--- config.mk ---
export PLATFORM = sky130hd
export DESIGN_NAME = connection_slot_table_flat
export DESIGN_NICKNAME = d
export VERILOG_FILES = /design/src/hdl/cst_pkg.sv /design/src/hdl/cst_if.sv /design/src/hdl/cst_ctrl.sv /design/src/hdl/cst_datapath.sv /design/src/hdl/connection_slot_table.sv /design/src/flat_wrapper.sv
export SDC_FILE = /design/constraint.sdc
export NUM_CORES = 1
export LEC_CHECK = 0
export BUFFER_PORTS_ARGS = -buffer_cell sky130_fd_sc_hd__buf_2
export CAP_MARGIN = 10
export CORE_AREA = 2 2 281 200
export CTS_BUF_LIST = sky130_fd_sc_hd__clkbuf_2 sky130_fd_sc_hd__clkbuf_4 sky130_fd_sc_hd__clkbuf_8
export DETAILED_ROUTE_END_ITERATION = 8
export DIE_AREA = 0 0 283 202
export GPL_TIMING_DRIVEN = 1
export PLACE_DENSITY = 0.87
export SETUP_SLACK_MARGIN = 0.02
export SYNTH_ARGS = -nofsm -noshare
export SYNTH_HDL_FRONTEND = slang
export SYNTH_SLANG_ARGS = --single-unit
--- constraint.sdc ---
create_clock -name clk -period 4.5 [get_ports clk]
set_input_delay 0.45 -clock clk [delete_from_list [all_inputs] [get_ports clk]]
set_output_delay 0.45 -clock clk [all_outputs]
set_load 0.02 [all_outputs]
--- src/hdl/cst_pkg.sv ---
// ----------------------------------------------------------------------------
// cst_pkg
// Types and constants shared by the connection slot table modules.
// ----------------------------------------------------------------------------
package cst_pkg;

    localparam int CLIENT_W  = 16;
    localparam int TIME_W    = 32;
    localparam int CFG_W     = 32;
    localparam int CFG_IDX_W = 1;

    localparam logic [CFG_IDX_W-1:0] CFG_CLIENT_TIMEOUT     = 1'b0;
    localparam logic [CFG_IDX_W-1:0] CFG_HEARTBEAT_INTERVAL = 1'b1;

    localparam logic [CFG_W-1:0] TIMEOUT_RESET  = 32'd60000;
    localparam logic [CFG_W-1:0] INTERVAL_RESET = 32'd15000;

    typedef enum logic [1:0] {
        OP_ADMIT      = 2'd0,
        OP_CONNECT    = 2'd1,
        OP_DISCONNECT = 2'd2,
        OP_TICK       = 2'd3
    } op_t;

    typedef enum logic [1:0] {
        ST_IDLE,
        ST_SCAN,
        ST_DRAIN,
        ST_FINISH
    } state_t;

    typedef struct packed {
        logic load;
        logic scan;
        logic finish;
    } cmd_t;

    typedef struct packed {
        logic scan_last;
        logic out_free;
    } status_t;

endpackage

--- src/hdl/cst_if.sv ---
// ----------------------------------------------------------------------------
// cst_if
// Request and response channels of the connection slot table.
// ----------------------------------------------------------------------------
interface cst_req_if;
    logic                          valid;
    logic                          ready;
    logic [1:0]                    operation;
    logic [cst_pkg::CLIENT_W-1:0]  client_id;
    logic [cst_pkg::TIME_W-1:0]    now;

    modport source (output valid, output operation, output client_id, output now,
                    input ready);
    modport sink   (input valid, input operation, input client_id, input now,
                    output ready);
endinterface

interface cst_rsp_if;
    logic                          valid;
    logic                          ready;
    logic                          admitted;
    logic [1:0]                    slot_index;
    logic                          found;
    logic                          evicted_valid;
    logic [cst_pkg::CLIENT_W-1:0]  evicted_client;
    logic [3:0]                    timeout_mask;
    logic                          heartbeat_sent;
    logic [31:0]                   message_number;
    logic [2:0]                    active_count;

    modport source (output valid, output admitted, output slot_index, output found,
                    output evicted_valid, output evicted_client, output timeout_mask,
                    output heartbeat_sent, output message_number, output active_count,
                    input ready);
    modport sink   (input valid, input admitted, input slot_index, input found,
                    input evicted_valid, input evicted_client, input timeout_mask,
                    input heartbeat_sent, input message_number, input active_count,
                    output ready);
endinterface

--- src/hdl/cst_ctrl.sv ---
// ----------------------------------------------------------------------------
// cst_ctrl
// Sequencer: accept, scan the slots, drain the last slot, post the result.
// ----------------------------------------------------------------------------
module cst_ctrl (
    input  logic              clk,
    input  logic              rst_n,
    input  logic              req_valid,
    output logic              req_ready,
    input  cst_pkg::status_t  status,
    output cst_pkg::cmd_t     cmd
);

    cst_pkg::state_t state_reg;
    cst_pkg::state_t state_next;

    always_ff @(posedge clk or negedge rst_n)
    begin
        if (!rst_n)
        begin
            state_reg <= cst_pkg::ST_IDLE;
        end
        else
        begin
            state_reg <= state_next;
        end
    end

    always_comb
    begin
        state_next = state_reg;
        case (state_reg)
            cst_pkg::ST_IDLE:
            begin
                if (req_valid)
                begin
                    state_next = cst_pkg::ST_SCAN;
                end
            end
            cst_pkg::ST_SCAN:
            begin
                if (status.scan_last)
                begin
                    state_next = cst_pkg::ST_DRAIN;
                end
            end
            cst_pkg::ST_DRAIN:
            begin
                state_next = cst_pkg::ST_FINISH;
            end
            cst_pkg::ST_FINISH:
            begin
                if (status.out_free)
                begin
                    state_next = cst_pkg::ST_IDLE;
                end
            end
            default:
            begin
                state_next = cst_pkg::ST_IDLE;
            end
        endcase
    end

    always_comb
    begin
        req_ready  = 1'b0;
        cmd.load   = 1'b0;
        cmd.scan   = 1'b0;
        cmd.finish = 1'b0;
        case (state_reg)
            cst_pkg::ST_IDLE:
            begin
                req_ready = 1'b1;
                cmd.load  = req_valid;
            end
            cst_pkg::ST_SCAN:
            begin
                cmd.scan = 1'b1;
            end
            cst_pkg::ST_FINISH:
            begin
                cmd.finish = status.out_free;
            end
            default:
            begin
                req_ready = 1'b0;
            end
        endcase
    end

endmodule

--- src/hdl/cst_datapath.sv ---
// ----------------------------------------------------------------------------
// cst_datapath
// Slot stores, scan trackers, heartbeat state and the result register.
// ----------------------------------------------------------------------------
module cst_datapath #(
    parameter int SLOT_COUNT = 4
) (
    input  logic                               clk,
    input  logic                               rst_n,
    input  cst_pkg::cmd_t                      cmd,
    output cst_pkg::status_t                   status,
    input  logic [1:0]                         operation,
    input  logic [cst_pkg::CLIENT_W-1:0]       client_id,
    input  logic [cst_pkg::TIME_W-1:0]         now,
    input  logic                               cfg_we,
    input  logic [cst_pkg::CFG_IDX_W-1:0]      cfg_index,
    input  logic [cst_pkg::CFG_W-1:0]          cfg_data,
    output logic                               rsp_valid,
    input  logic                               rsp_ready,
    output logic                               admitted,
    output logic [1:0]                         slot_index,
    output logic                               found,
    output logic                               evicted_valid,
    output logic [cst_pkg::CLIENT_W-1:0]       evicted_client,
    output logic [3:0]                         timeout_mask,
    output logic                               heartbeat_sent,
    output logic [31:0]                        message_number,
    output logic [2:0]                         active_count
);

    localparam int IDX_W = (SLOT_COUNT > 1) ? $clog2(SLOT_COUNT) : 1;
    localparam int CNT_W = $clog2(SLOT_COUNT + 1);

    localparam logic [IDX_W-1:0]   LAST_IDX = IDX_W'(SLOT_COUNT - 1);
    localparam logic [CNT_W-1:0]   FULL_CNT = CNT_W'(SLOT_COUNT);
    localparam logic [IDX_W+1:0]   MASK_LIM = (IDX_W + 2)'(4);

    // slot stores
    logic [cst_pkg::CLIENT_W-1:0]  client_mem [SLOT_COUNT];
    logic [cst_pkg::TIME_W-1:0]    conn_mem   [SLOT_COUNT];
    logic [cst_pkg::TIME_W-1:0]    last_mem   [SLOT_COUNT];
    logic [SLOT_COUNT-1:0]         valid_reg;
    logic [CNT_W-1:0]              cnt_reg;

    logic [cst_pkg::CLIENT_W-1:0]  rd_client_reg;
    logic [cst_pkg::TIME_W-1:0]    rd_conn_reg;
    logic [cst_pkg::TIME_W-1:0]    rd_last_reg;

    // captured transaction
    cst_pkg::op_t                  op_reg;
    logic [cst_pkg::CLIENT_W-1:0]  cid_reg;
    logic [cst_pkg::TIME_W-1:0]    now_reg;
    logic                          hb_due_reg;

    logic [cst_pkg::CFG_W-1:0]     timeout_reg;
    logic [cst_pkg::CFG_W-1:0]     interval_reg;
    logic [cst_pkg::TIME_W-1:0]    last_hb_reg;
    logic [31:0]                   msg_cnt_reg;

    // scan pipeline and trackers
    logic [IDX_W-1:0]              scan_idx_reg;
    logic                          eval_en_reg;
    logic [IDX_W-1:0]              eval_idx_reg;
    logic                          free_found_reg;
    logic [IDX_W-1:0]              free_idx_reg;
    logic [IDX_W-1:0]              min_idx_reg;
    logic [cst_pkg::TIME_W-1:0]    min_conn_reg;
    logic [cst_pkg::CLIENT_W-1:0]  min_client_reg;
    logic                          match_found_reg;
    logic [IDX_W-1:0]              match_idx_reg;
    logic [3:0]                    mask_reg;

    // result register
    logic                          rsp_valid_reg;
    logic                          admitted_reg;
    logic [1:0]                    slot_index_reg;
    logic                          found_reg;
    logic                          evicted_valid_reg;
    logic [cst_pkg::CLIENT_W-1:0]  evicted_client_reg;
    logic [3:0]                    timeout_mask_reg;
    logic                          heartbeat_sent_reg;
    logic [31:0]                   message_number_reg;
    logic [2:0]                    active_count_reg;

    logic                          eval_slot_valid;
    logic [cst_pkg::TIME_W-1:0]    idle_time;
    logic                          timed_out;
    logic                          id_match;
    logic [IDX_W+1:0]              eval_idx_ext;
    logic                          is_connect;
    logic                          is_tick;
    logic [IDX_W-1:0]              target_idx;
    logic                          commit_wr;
    logic                          refresh_wr;
    logic                          last_we;
    logic [IDX_W-1:0]              last_wr_idx;
    logic                          hb_send;
    logic [CNT_W-1:0]              cnt_after;
    logic [CNT_W+2:0]              cnt_after_ext;
    logic [IDX_W-1:0]              rsp_idx;
    logic [IDX_W+1:0]              rsp_idx_ext;

    assign eval_slot_valid = valid_reg[eval_idx_reg];
    assign idle_time       = now_reg - rd_last_reg;
    assign timed_out       = eval_slot_valid && (idle_time >= timeout_reg);
    assign id_match        = eval_slot_valid && (rd_client_reg == cid_reg);
    assign eval_idx_ext    = {2'b00, eval_idx_reg};

    assign is_connect  = (op_reg == cst_pkg::OP_CONNECT);
    assign is_tick     = (op_reg == cst_pkg::OP_TICK);
    assign target_idx  = free_found_reg ? free_idx_reg : min_idx_reg;
    assign commit_wr   = cmd.finish && is_connect;
    assign refresh_wr  = eval_en_reg && is_tick && hb_due_reg;
    assign last_we     = commit_wr || refresh_wr;
    assign last_wr_idx = commit_wr ? target_idx : eval_idx_reg;

    assign hb_send       = is_tick && hb_due_reg && (cnt_reg != '0);
    assign cnt_after     = cnt_reg + CNT_W'(is_connect && free_found_reg);
    assign cnt_after_ext = {3'b000, cnt_after};

    always_comb
    begin
        rsp_idx = '0;
        case (op_reg)
            cst_pkg::OP_CONNECT:
            begin
                rsp_idx = target_idx;
            end
            cst_pkg::OP_DISCONNECT:
            begin
                rsp_idx = match_found_reg ? match_idx_reg : '0;
            end
            default:
            begin
                rsp_idx = '0;
            end
        endcase
    end

    assign rsp_idx_ext = {2'b00, rsp_idx};

    assign status.scan_last = (scan_idx_reg == LAST_IDX);
    assign status.out_free  = !rsp_valid_reg || rsp_ready;

    // slot memories, registered read at the scan pointer
    always_ff @(posedge clk)
    begin
        if (cmd.scan)
        begin
            rd_client_reg <= client_mem[scan_idx_reg];
            rd_conn_reg   <= conn_mem[scan_idx_reg];
            rd_last_reg   <= last_mem[scan_idx_reg];
        end
        if (commit_wr)
        begin
            client_mem[target_idx] <= cid_reg;
            conn_mem[target_idx]   <= now_reg;
        end
        if (last_we)
        begin
            last_mem[last_wr_idx] <= now_reg;
        end
    end

    always_ff @(posedge clk or negedge rst_n)
    begin
        if (!rst_n)
        begin
            timeout_reg     <= cst_pkg::TIMEOUT_RESET;
            interval_reg    <= cst_pkg::INTERVAL_RESET;
            valid_reg       <= '0;
            cnt_reg         <= '0;
            last_hb_reg     <= '0;
            msg_cnt_reg     <= '0;
            op_reg          <= cst_pkg::OP_ADMIT;
            hb_due_reg      <= 1'b0;
            scan_idx_reg    <= '0;
            eval_en_reg     <= 1'b0;
            eval_idx_reg    <= '0;
            free_found_reg  <= 1'b0;
            free_idx_reg    <= '0;
            min_idx_reg     <= '0;
            match_found_reg <= 1'b0;
            match_idx_reg   <= '0;
            mask_reg        <= '0;
            rsp_valid_reg   <= 1'b0;
        end
        else
        begin
            if (cfg_we)
            begin
                case (cfg_index)
                    cst_pkg::CFG_CLIENT_TIMEOUT:     timeout_reg  <= cfg_data;
                    cst_pkg::CFG_HEARTBEAT_INTERVAL: interval_reg <= cfg_data;
                    default:                         timeout_reg  <= timeout_reg;
                endcase
            end

            if (cmd.load)
            begin
                op_reg          <= cst_pkg::op_t'(operation);
                hb_due_reg      <= ((now - last_hb_reg) >= interval_reg);
                scan_idx_reg    <= '0;
                free_found_reg  <= 1'b0;
                match_found_reg <= 1'b0;
                mask_reg        <= '0;
            end

            if (cmd.scan)
            begin
                scan_idx_reg <= scan_idx_reg + IDX_W'(1);
            end
            eval_en_reg  <= cmd.scan;
            eval_idx_reg <= scan_idx_reg;

            if (eval_en_reg)
            begin
                case (op_reg)
                    cst_pkg::OP_CONNECT:
                    begin
                        if (!free_found_reg && !eval_slot_valid)
                        begin
                            free_found_reg <= 1'b1;
                            free_idx_reg   <= eval_idx_reg;
                        end
                        if ((eval_idx_reg == '0) || (rd_conn_reg < min_conn_reg))
                        begin
                            min_idx_reg <= eval_idx_reg;
                        end
                    end
                    cst_pkg::OP_DISCONNECT:
                    begin
                        if (!match_found_reg && id_match)
                        begin
                            match_found_reg         <= 1'b1;
                            match_idx_reg           <= eval_idx_reg;
                            valid_reg[eval_idx_reg] <= 1'b0;
                            cnt_reg                 <= cnt_reg - CNT_W'(1);
                        end
                    end
                    cst_pkg::OP_TICK:
                    begin
                        if (timed_out)
                        begin
                            valid_reg[eval_idx_reg] <= 1'b0;
                            cnt_reg                 <= cnt_reg - CNT_W'(1);
                            if (eval_idx_ext < MASK_LIM)
                            begin
                                mask_reg[eval_idx_ext[1:0]] <= 1'b1;
                            end
                        end
                    end
                    default:
                    begin
                        mask_reg <= mask_reg;
                    end
                endcase
            end

            if (cmd.finish)
            begin
                if (is_connect)
                begin
                    valid_reg[target_idx] <= 1'b1;
                    cnt_reg               <= cnt_after;
                end
                if (is_tick && hb_due_reg)
                begin
                    last_hb_reg <= now_reg;
                end
                if (hb_send)
                begin
                    msg_cnt_reg <= msg_cnt_reg + 32'd1;
                end
            end

            if (cmd.finish)
            begin
                rsp_valid_reg <= 1'b1;
            end
            else if (rsp_ready)
            begin
                rsp_valid_reg <= 1'b0;
            end
        end
    end

    // payload-only registers
    always_ff @(posedge clk)
    begin
        if (cmd.load)
        begin
            cid_reg <= client_id;
            now_reg <= now;
        end
        if (eval_en_reg && is_connect &&
            ((eval_idx_reg == '0) || (rd_conn_reg < min_conn_reg)))
        begin
            min_conn_reg   <= rd_conn_reg;
            min_client_reg <= rd_client_reg;
        end
        if (cmd.finish)
        begin
            admitted_reg       <= (op_reg == cst_pkg::OP_ADMIT) && (cnt_reg < FULL_CNT);
            slot_index_reg     <= rsp_idx_ext[1:0];
            found_reg          <= is_connect ||
                                  ((op_reg == cst_pkg::OP_DISCONNECT) && match_found_reg);
            evicted_valid_reg  <= is_connect && !free_found_reg;
            evicted_client_reg <= (is_connect && !free_found_reg) ? min_client_reg : '0;
            timeout_mask_reg   <= is_tick ? mask_reg : 4'd0;
            heartbeat_sent_reg <= hb_send;
            message_number_reg <= hb_send ? msg_cnt_reg : 32'd0;
            active_count_reg   <= cnt_after_ext[2:0];
        end
    end

    assign rsp_valid      = rsp_valid_reg;
    assign admitted       = admitted_reg;
    assign slot_index     = slot_index_reg;
    assign found          = found_reg;
    assign evicted_valid  = evicted_valid_reg;
    assign evicted_client = evicted_client_reg;
    assign timeout_mask   = timeout_mask_reg;
    assign heartbeat_sent = heartbeat_sent_reg;
    assign message_number = message_number_reg;
    assign active_count   = active_count_reg;

endmodule

--- src/hdl/connection_slot_table.sv ---
// ----------------------------------------------------------------------------
// connection_slot_table
// Fixed client slot table with oldest-connect eviction, idle timeout and
// numbered heartbeats.
//
//   channel    role    transaction
//   req        sink    operation, client_id, now
//   rsp        source  admitted .. active_count, one per request
//   cfg_*      sink    write of the idle timeout / heartbeat interval
//
// A request passes from acceptance to the next ready through the accept state,
// a scan of one slot per cycle through the single read port of the slot
// stores, a drain and a result state.
// The result register lets a new request in while the last result waits;
// a request that reaches its result cycle with the register still occupied
// holds there until rsp drains.
// Reset clears the valid bits, counters and heartbeat time; slot stores
// are not cleared.
// ----------------------------------------------------------------------------
module connection_slot_table #(
    parameter int SLOT_COUNT = 4
) (
    input  logic                           clk,
    input  logic                           rst_n,
    cst_req_if.sink                        req,
    cst_rsp_if.source                      rsp,
    input  logic                           cfg_we,
    input  logic [cst_pkg::CFG_IDX_W-1:0]  cfg_index,
    input  logic [cst_pkg::CFG_W-1:0]      cfg_data
);

    cst_pkg::cmd_t    cmd;
    cst_pkg::status_t status;

    cst_ctrl u_ctrl (
        .clk       (clk),
        .rst_n     (rst_n),
        .req_valid (req.valid),
        .req_ready (req.ready),
        .status    (status),
        .cmd       (cmd)
    );

    cst_datapath #(
        .SLOT_COUNT (SLOT_COUNT)
    ) u_datapath (
        .clk            (clk),
        .rst_n          (rst_n),
        .cmd            (cmd),
        .status         (status),
        .operation      (req.operation),
        .client_id      (req.client_id),
        .now            (req.now),
        .cfg_we         (cfg_we),
        .cfg_index      (cfg_index),
        .cfg_data       (cfg_data),
        .rsp_valid      (rsp.valid),
        .rsp_ready      (rsp.ready),
        .admitted       (rsp.admitted),
        .slot_index     (rsp.slot_index),
        .found          (rsp.found),
        .evicted_valid  (rsp.evicted_valid),
        .evicted_client (rsp.evicted_client),
        .timeout_mask   (rsp.timeout_mask),
        .heartbeat_sent (rsp.heartbeat_sent),
        .message_number (rsp.message_number),
        .active_count   (rsp.active_count)
    );

endmodule

--- src/flat_wrapper.sv ---
// flat-port wrapper written by rule: the top's interface ports become plain ports
module connection_slot_table_flat 
#(
    parameter int SLOT_COUNT = 4
)
  (clk, rst_n, cfg_we, cfg_index, cfg_data, req_valid, req_operation, req_client_id, req_now, req_ready, rsp_valid, rsp_admitted, rsp_slot_index, rsp_found, rsp_evicted_valid, rsp_evicted_client, rsp_timeout_mask, rsp_heartbeat_sent, rsp_message_number, rsp_active_count, rsp_ready);
  cst_req_if req_i ();
  cst_rsp_if rsp_i ();
  input  logic clk;
  input  logic rst_n;
  input  logic cfg_we;
  input  logic [cst_pkg::CFG_IDX_W-1:0] cfg_index;
  input  logic [cst_pkg::CFG_W-1:0] cfg_data;
  input wire logic [$bits(req_i.valid)-1:0] req_valid;
  input wire logic [$bits(req_i.operation)-1:0] req_operation;
  input wire logic [$bits(req_i.client_id)-1:0] req_client_id;
  input wire logic [$bits(req_i.now)-1:0] req_now;
  output wire logic [$bits(req_i.ready)-1:0] req_ready;
  output wire logic [$bits(rsp_i.valid)-1:0] rsp_valid;
  output wire logic [$bits(rsp_i.admitted)-1:0] rsp_admitted;
  output wire logic [$bits(rsp_i.slot_index)-1:0] rsp_slot_index;
  output wire logic [$bits(rsp_i.found)-1:0] rsp_found;
  output wire logic [$bits(rsp_i.evicted_valid)-1:0] rsp_evicted_valid;
  output wire logic [$bits(rsp_i.evicted_client)-1:0] rsp_evicted_client;
  output wire logic [$bits(rsp_i.timeout_mask)-1:0] rsp_timeout_mask;
  output wire logic [$bits(rsp_i.heartbeat_sent)-1:0] rsp_heartbeat_sent;
  output wire logic [$bits(rsp_i.message_number)-1:0] rsp_message_number;
  output wire logic [$bits(rsp_i.active_count)-1:0] rsp_active_count;
  input wire logic [$bits(rsp_i.ready)-1:0] rsp_ready;
  assign req_i.valid = req_valid;
  assign req_i.operation = req_operation;
  assign req_i.client_id = req_client_id;
  assign req_i.now = req_now;
  assign req_ready = req_i.ready;
  assign rsp_valid = rsp_i.valid;
  assign rsp_admitted = rsp_i.admitted;
  assign rsp_slot_index = rsp_i.slot_index;
  assign rsp_found = rsp_i.found;
  assign rsp_evicted_valid = rsp_i.evicted_valid;
  assign rsp_evicted_client = rsp_i.evicted_client;
  assign rsp_timeout_mask = rsp_i.timeout_mask;
  assign rsp_heartbeat_sent = rsp_i.heartbeat_sent;
  assign rsp_message_number = rsp_i.message_number;
  assign rsp_active_count = rsp_i.active_count;
  assign rsp_i.ready = rsp_ready;
  connection_slot_table #(.SLOT_COUNT(SLOT_COUNT)) u_core (.clk(clk), .rst_n(rst_n), .req(req_i), .rsp(rsp_i), .cfg_we(cfg_we), .cfg_index(cfg_index), .cfg_data(cfg_data));
endmodule
==> out/metrics.csv, run 1 <==
metric;value;unit
Rel. slew slack;26.0;%
Fmax achieved;209;MHz
pin count of the biggest net entering global routing;73;
post-synthesis sequential area ratio;66.0;%
worst hold path class;in2reg;
# Max-Cap Violations;0;
EDFF count, synth;557;
DR iter-0 viols;1882;
Crit. End Element;flop;
hold_sp;cfg_data[24];
most common cell after layout, fill and taps aside;edfxtp_1;
Final Setup Violations;12;
setup ws final;-0.276;ns
antenna viol nets, final;0;
crit-path max FO;6;
first-pass GRT wire length;112000;µm
Final Hold Viols;0;
Power Density;621;nW/µm²
TNS Setup;-2.16;ns
Die Y;202;µm
design area;37500;µm²
nets;2794;
1st-pass router iterations;5;
Reg2Reg Depth;22;
Starting Density;57.5;%
failing checks;negative setup slack;
reg-to-reg endpoint;u_core.u_datapath.valid_reg[3];
vias in the first global route;20400;
Slew Viols, Final;0;
Total GRT Usage;25.3;%
gp weighted congestion;0.911;
Placed Area;34000;µm²
outcome;finished, violations left;
Leak Pwr;15.0;nW
CP Launch Type;flop;
clock skew;0.0330;ns
Clock Sink Count;715;
Antenna Cells;0;
r2r startpoint;u_core.u_datapath.now_reg[5];
Critical Path AT;5.36;ns
die width;283;µm
worst endpoint required time;5.08;ns
worst hold endpoint;u_core.u_datapath.timeout_reg[24];
Synthesis Warnings;0;
Die ar.;57200;µm²
layout cells sized above 1;27.8;%
peak supply drop;327;µV
Clock Path Buffers;3;
Overflow after GRT;0;
Hold Crit Depth;3;
dpl hpwl;46700;µm
period utilization;106;%
setup repair after global routing missed its margin;true;
Synth Instances;2088;
fill count;3387;
Unique masters post-synth;74;
Synth Flop Type;edfxtp_1;
syn avg cell area;15.0;µm²
detail-routed via count per cell;5.86;
commonest cells after routing, fill and taps aside;edfxtp_1, inv_1, buf_4;
Clock Pin Slew Worst Setup and Hold Paths;0.08;ns
Slew @ Worst Pin;1.11;ns
Num CTS Buffers;101;
CTS tree;yes;
Mapped Area;31300;µm²
Syn Nets;2349;
Row Count;72;
Routed WL per cell;21.4;µm
flops & latches, synth;715;
kind of critical path;reg2reg;
# port buffers;150;
Area Overhead vs Synth;19.6;%
biggest regs;u_core.u_datapath.conn_mem x128, u_core.u_datapath.last_mem x128, u_core.u_datapath.client_mem x64;
min cycle time layout;4.78;ns
asr flop ratio synth;22.1;%
root buffer cell;clkbuf_8;
final core occ;68.8;%
Skew-Pair Late Insertion Delay;0.71;ns
IO Count;151;
DRC viols;0;
initial antenna violation count;1;
flop2flop setup slack;-0.28;ns
Routed WL;71700;µm
via count;19700;
Core ar.;54500;µm²
H-tree depth;3;
worst slack at placement;-0.670;ns
==> synth_stat cells, types with 3 or more instances <==
cell type	count	share of area, %
o21a_1	15	0.36
edfxtp_1	557	53
a21oi_1	64	1.0
or2_2	4	0.080
a32oi_1	3	0.084
a2111oi_0	5	0.14
nand2b_1	20	0.40
and2_1	25	0.50
mux2_2	70	2.5
a31oi_1	10	0.20
and3_1	45	0.90
xnor2_1	74	2.1
ha_1	171	6.8
inv_1	188	2.3
o21ai_0	86	1.4
a41o_1	3	0.096
xor2_1	22	0.61
a311o_1	3	0.096
nor3_1	20	0.32
buf_1	14	0.17
and4_1	5	0.14
o21bai_1	7	0.17
o211ai_1	6	0.14
nand4_1	27	0.54
a21o_1	63	1.5
nor4_1	5	0.10
a22o_1	3	0.084
nor2b_1	18	0.36
nand2_1	112	1.3
dfstp_2	14	1.2
o22ai_1	5	0.10
clkbuf_1	35	0.42
nand3_1	32	0.51
a21boi_0	4	0.096
or3_1	6	0.12
a211oi_1	9	0.22
mux4_2	81	5.8
nor2_1	68	0.81
a211o_1	3	0.084
dfrtp_1	144	11
==> where the power goes <==
part / switching, W / internal (W)
Clock: 0.00254 / 0.00279
Sequential: 0.000775 / 0.00870
Combinational: 0.00468 / 0.00381
Total: 0.00800 / 0.0153
==> metrics by stage <==
stage / instances / hold WS (ns) / total power, W
detailed placement: 3064 / 0.445 / 0.0172
CTS: 3353 / 0.000311 / 0.0229
floorplan: 2088 / 0.154 / 0.0145
global route: 3360 / 0.00680 / 0.0245
finish: 3360 / 0.0463 / 0.0233
global placement: 3064 / 0.430 / 0.0167
==> worst max-delay path by stage <==
stage	startpoint	to	slack [ns]	cells after the start
6_report	u_core.u_datapath.now_reg[5]	u_core.u_datapath.valid_reg[3]	-0.28	22
5_1_grt	u_core.u_datapath.now_reg[0]	u_core.u_datapath.valid_reg[3]	-0.42	23
4_1_cts	u_core.u_datapath.now_reg[0]	u_core.u_datapath.valid_reg[3]	-0.11	24
3_5_place_dp	req_now[6]	u_core.u_datapath.hb_due_reg	-0.67	20
3_3_place_gp	req_now[0]	u_core.u_datapath.hb_due_reg	-0.63	24
2_1_floorplan	req_now[4]	u_core.u_datapath.hb_due_reg	-0.12	19
==> cell type report <==
type	instances	area (µm²)	share of cell area [%]
multi-input cells	1132	10200	27.3
repair buffers	394	2810	7.50
clock buffers	126	1610	4.29
well taps	740	926	2.47
inverters	189	712	1.90
clock inverters	64	510	1.36
flip-flops and latches	715	20700	55.2
==> metal layers <==
metal	global-route usage (%)	share of wire (%)
met1	34.9	42
met5	0	0
met2	40.2	47
met4	7.35	2.5
met3	6.52	9.0
==> worst max-delay path, stage by stage, from the launching register on <==
cell,delay [ns]
edfxtp_1,0.41
ha_1,0.35
buf_4,0.14
nand2_1,0.05
o21ai_0,0.20
o21ai_1,0.17
o31ai_1,0.31
buf_4,0.18
a41o_4,0.25
o21a_1,0.16
o22ai_1,0.13
a311o_1,0.35
ha_1,0.31
nand4_1,0.13
or2_4,0.27
nor3_2,0.11
nand2_1,0.11
a21oi_2,0.17
a22oi_2,0.08
buf_6,0.17
a211oi_4,0.31
nand3_1,0.13
a21o_1,0.18
==> cells by family after synthesis <==
logic type	after synthesis	share of synthesized area (%)
buffers and inverters	241	2.93
XOR/XNOR	96	2.68
AO/OA/AOI/OAI	316	6.67
adder cells (fa/ha/maj)	173	6.96
flip-flops	715	66.0
multiplexers	152	8.37
AND/OR/NAND/NOR	395	6.35
==> repair_timing <==
action | in CTS | in global routing
endpoints found under the setup margin | 12 | 12
hold buffers | 78 | 0
hold endpoints to repair | 165 | 0
pin swaps | 33 | 17
gates resized for setup | 43 | 34
setup buffers | 21 | 7
Power figures use the tool's default switching activity.
==> inputs of run 2 (changes only) <==
- BUFFER_PORTS_ARGS: -buffer_cell sky130_fd_sc_hd__buf_2 -> -buffer_cell sky130_fd_sc_hd__clkbuf_2
==> run 2 against run 1 <==
The run still ends with negative setup slack left. Flip-flop and latch count is the same. Combinational power shrank 1%. Clock skew grew 0.0062 ns. Via count shrank 1.1%. Sequential share of layout area shrank 0.27 points. Die area is the same. Critical path depth grew 2. Routed wire length shrank 0.31%. Critical path type unchanged.
==> out/metrics.csv, run 2 (synthesized netlist as in run 1, its figures left out) <==
metric;value;unit;change
Die ar.;57200;µm²;unchanged
reg-to-reg endpoint;u_core.u_datapath.cnt_reg[2];;was u_core.u_datapath.valid_reg[3]
initial antenna violation count;2;;was 1
dpl hpwl;46800;µm;was 46700 µm
clock skew;0.0391;ns;was 0.0330 ns
fill count;3311;;was 3387
peak supply drop;380;µV;was 327 µV
worst hold endpoint;u_core.u_ctrl.state_reg[0];;was u_core.u_datapath.timeout_reg[24]
commonest cells after routing, fill and taps aside;edfxtp_1, inv_1, ha_1;;was edfxtp_1, inv_1, buf_4
Slew Viols, Final;0;;unchanged
# port buffers;150;;unchanged
met3 Resource Use GR;5.52;%;was 6.52%
global routing met1 resource utilization;34.8;%;was 34.9%
Routed WL per cell;21.2;µm;was 21.4 µm
Slew @ Worst Pin;1.23;ns;was 1.11 ns
Routed WL;71500;µm;was 71700 µm
setup ws final;-0.270;ns;was -0.276 ns
Final Setup Violations;11;;was 12
Fmax achieved;210;MHz;was 209 MHz
Clock Path Buffers;3;;unchanged
vias in the first global route;20000;;was 20400
hold_sp;req_valid;;was cfg_data[24]
pin count of the biggest net entering global routing;87;;was 73
root buffer cell;clkbuf_8;;unchanged
CTS tree;yes;;unchanged
worst endpoint required time;5.08;ns;about the same
kind of critical path;reg2reg;;unchanged
Critical Path AT;5.35;ns;was 5.36 ns
Die Y;202;µm;unchanged
gp weighted congestion;0.921;;was 0.911
biggest regs;u_core.u_datapath.conn_mem x128, u_core.u_datapath.last_mem x128, u_core.u_datapath.client_mem x64;;unchanged
H-tree depth;3;;unchanged
Clock Sink Count;715;;unchanged
Overflow after GRT;0;;unchanged
Num CTS Buffers;104;;was 101
outcome;finished, violations left;;unchanged
Row Count;72;;unchanged
Clock Pin Slew Worst Setup and Hold Paths;0.07;ns;was 0.08 ns
Finished Layout Cells;3367;;was 3360
via count;19500;;was 19700
antenna viol nets, final;0;;unchanged
most used routing layer;met2;;unchanged
Crit. End Element;flop;;unchanged
Starting Density;57.5;%;unchanged
setup repair after global routing missed its margin;true;;unchanged
Core ar.;54500;µm²;unchanged
# Max-Cap Violations;0;;unchanged
min cycle time layout;4.77;ns;was 4.78 ns
Final Hold Viols;0;;unchanged
DRC viols;0;;unchanged
Area Overhead vs Synth;20.2;%;was 19.6%
worst hold path class;in2reg;;unchanged
DR iter-0 viols;1755;;was 1882
first-pass GRT wire length;110000;µm;was 112000 µm
r2r startpoint;u_core.u_datapath.now_reg[0];;was u_core.u_datapath.now_reg[5]
total power;0.0235;W;was 0.0233 W
nets;2796;;was 2794
flop2flop setup slack;-0.27;ns;was -0.28 ns
DP Cell Count;3066;;was 3064
most common cell after layout, fill and taps aside;edfxtp_1;;unchanged
failing checks;negative setup slack;;unchanged
crit-path max FO;4;;was 6
period utilization;106;%;about the same
GRT met2 Usage;39.9;%;was 40.2%
detail-routed via count per cell;5.78;;was 5.86
worst slack at placement;-0.591;ns;was -0.670 ns
1st-pass router iterations;6;;was 5
Rel. slew slack;17.8;%;was 26.0%
Skew-Pair Late Insertion Delay;0.73;ns;was 0.71 ns
Power Density;623;nW/µm²;was 621 nW/µm²
CP Launch Type;flop;;unchanged
layout cells sized above 1;28.3;%;was 27.8%
Reg2Reg Depth;24;;was 22
TNS Setup;-2.00;ns;was -2.16 ns
IO Count;151;;unchanged
die width;283;µm;unchanged
Total GRT Usage;25.1;%;was 25.3%
Leak Pwr;15.1;nW;was 15.0 nW
Hold Crit Depth;4;;was 3
-- run 2: cell types whose count changed in the layout (fill, tap and decap cells not counted), sizes merged --
cell / change
buf: -154
bufinv: -2
clkbuf: +176
clkinv: -17
diode: +1
dlygate4sd3: +5
inv: -2
-- run 2: area by class of cell --
type	count	area [µm²]	area share, %
inverter	189	712	1.89
tap	740	926	2.46
sequential	715	20700	55.0
timing repair buffer	393	2860	7.59
antenna	1	2.50	0.00664
clock buffer	154	1910	5.08
clock inverter	43	388	1.03
multi-input combinational	1132	10200	27.0
-- run 2: repair_timing --
action                                 CTS  global route
hold buffers                            83             0
setup endpoints to repair               12            12
pin swaps                               41            30
setup buffers                           14             7
endpoints found under the hold margin  190             0
resized for setup                       49            24
-- run 2: metrics by stage --
step           cell area, µm²  util (%)  hold slack (ns)
6_report                37700      69.1            0.159
5_1_grt                 37700      69.1            0.161
4_1_cts                 37500      68.8           0.0952
3_5_place_dp            34000      62.4            0.442
3_3_place_gp            34000      62.4            0.432
2_1_floorplan           31400         -            0.154
-- run 2: worst max-delay path: stages (launching register included) --
cell       delay (ns)
edfxtp_1         0.43
inv_2            0.08
ha_4             0.17
inv_4            0.07
fa_2             0.26
a21oi_4          0.08
nor2_4           0.14
nor4_4           0.05
or3_4            0.42
a21oi_4          0.20
o2111ai_4        0.21
a31oi_4          0.22
nor4_1           0.07
a311o_1          0.29
ha_1             0.31
buf_4            0.15
buf_4            0.12
a21o_1           0.14
a21oi_1          0.13
o221ai_1         0.14
a22oi_2          0.23
buf_6            0.17
o21ai_1          0.09
a21o_1           0.20
a41o_1           0.24
-- run 2: worst max path at each step --
stage                                                 to  slack (ns)                          from
after CTS                 u_core.u_datapath.valid_reg[3]       -0.07  u_core.u_datapath.now_reg[0]
after detailed placement  u_core.u_datapath.valid_reg[3]       -0.59  u_core.u_datapath.now_reg[0]
after global placement      u_core.u_datapath.hb_due_reg       -0.53                    req_now[0]
final                       u_core.u_datapath.cnt_reg[2]       -0.27  u_core.u_datapath.now_reg[0]
after floorplan             u_core.u_datapath.hb_due_reg       -0.12                    req_now[4]
after global routing      u_core.u_datapath.valid_reg[3]       -0.50  u_core.u_datapath.now_reg[2]
-- run 2: routing by layer --
layer	share of wire, %	wire, µm
met1	42	29900
met2	47	33400
met3	8.5	6110
met4	2.9	2070
met5	0.018	13
-- run 2: power breakdown --
group          internal [W]  leakage (nW)  total (W)  switching, W
clock               0.00305          1.21    0.00561       0.00256
sequential          0.00870          7.07    0.00947      0.000776
combinational       0.00379          6.82    0.00840       0.00461
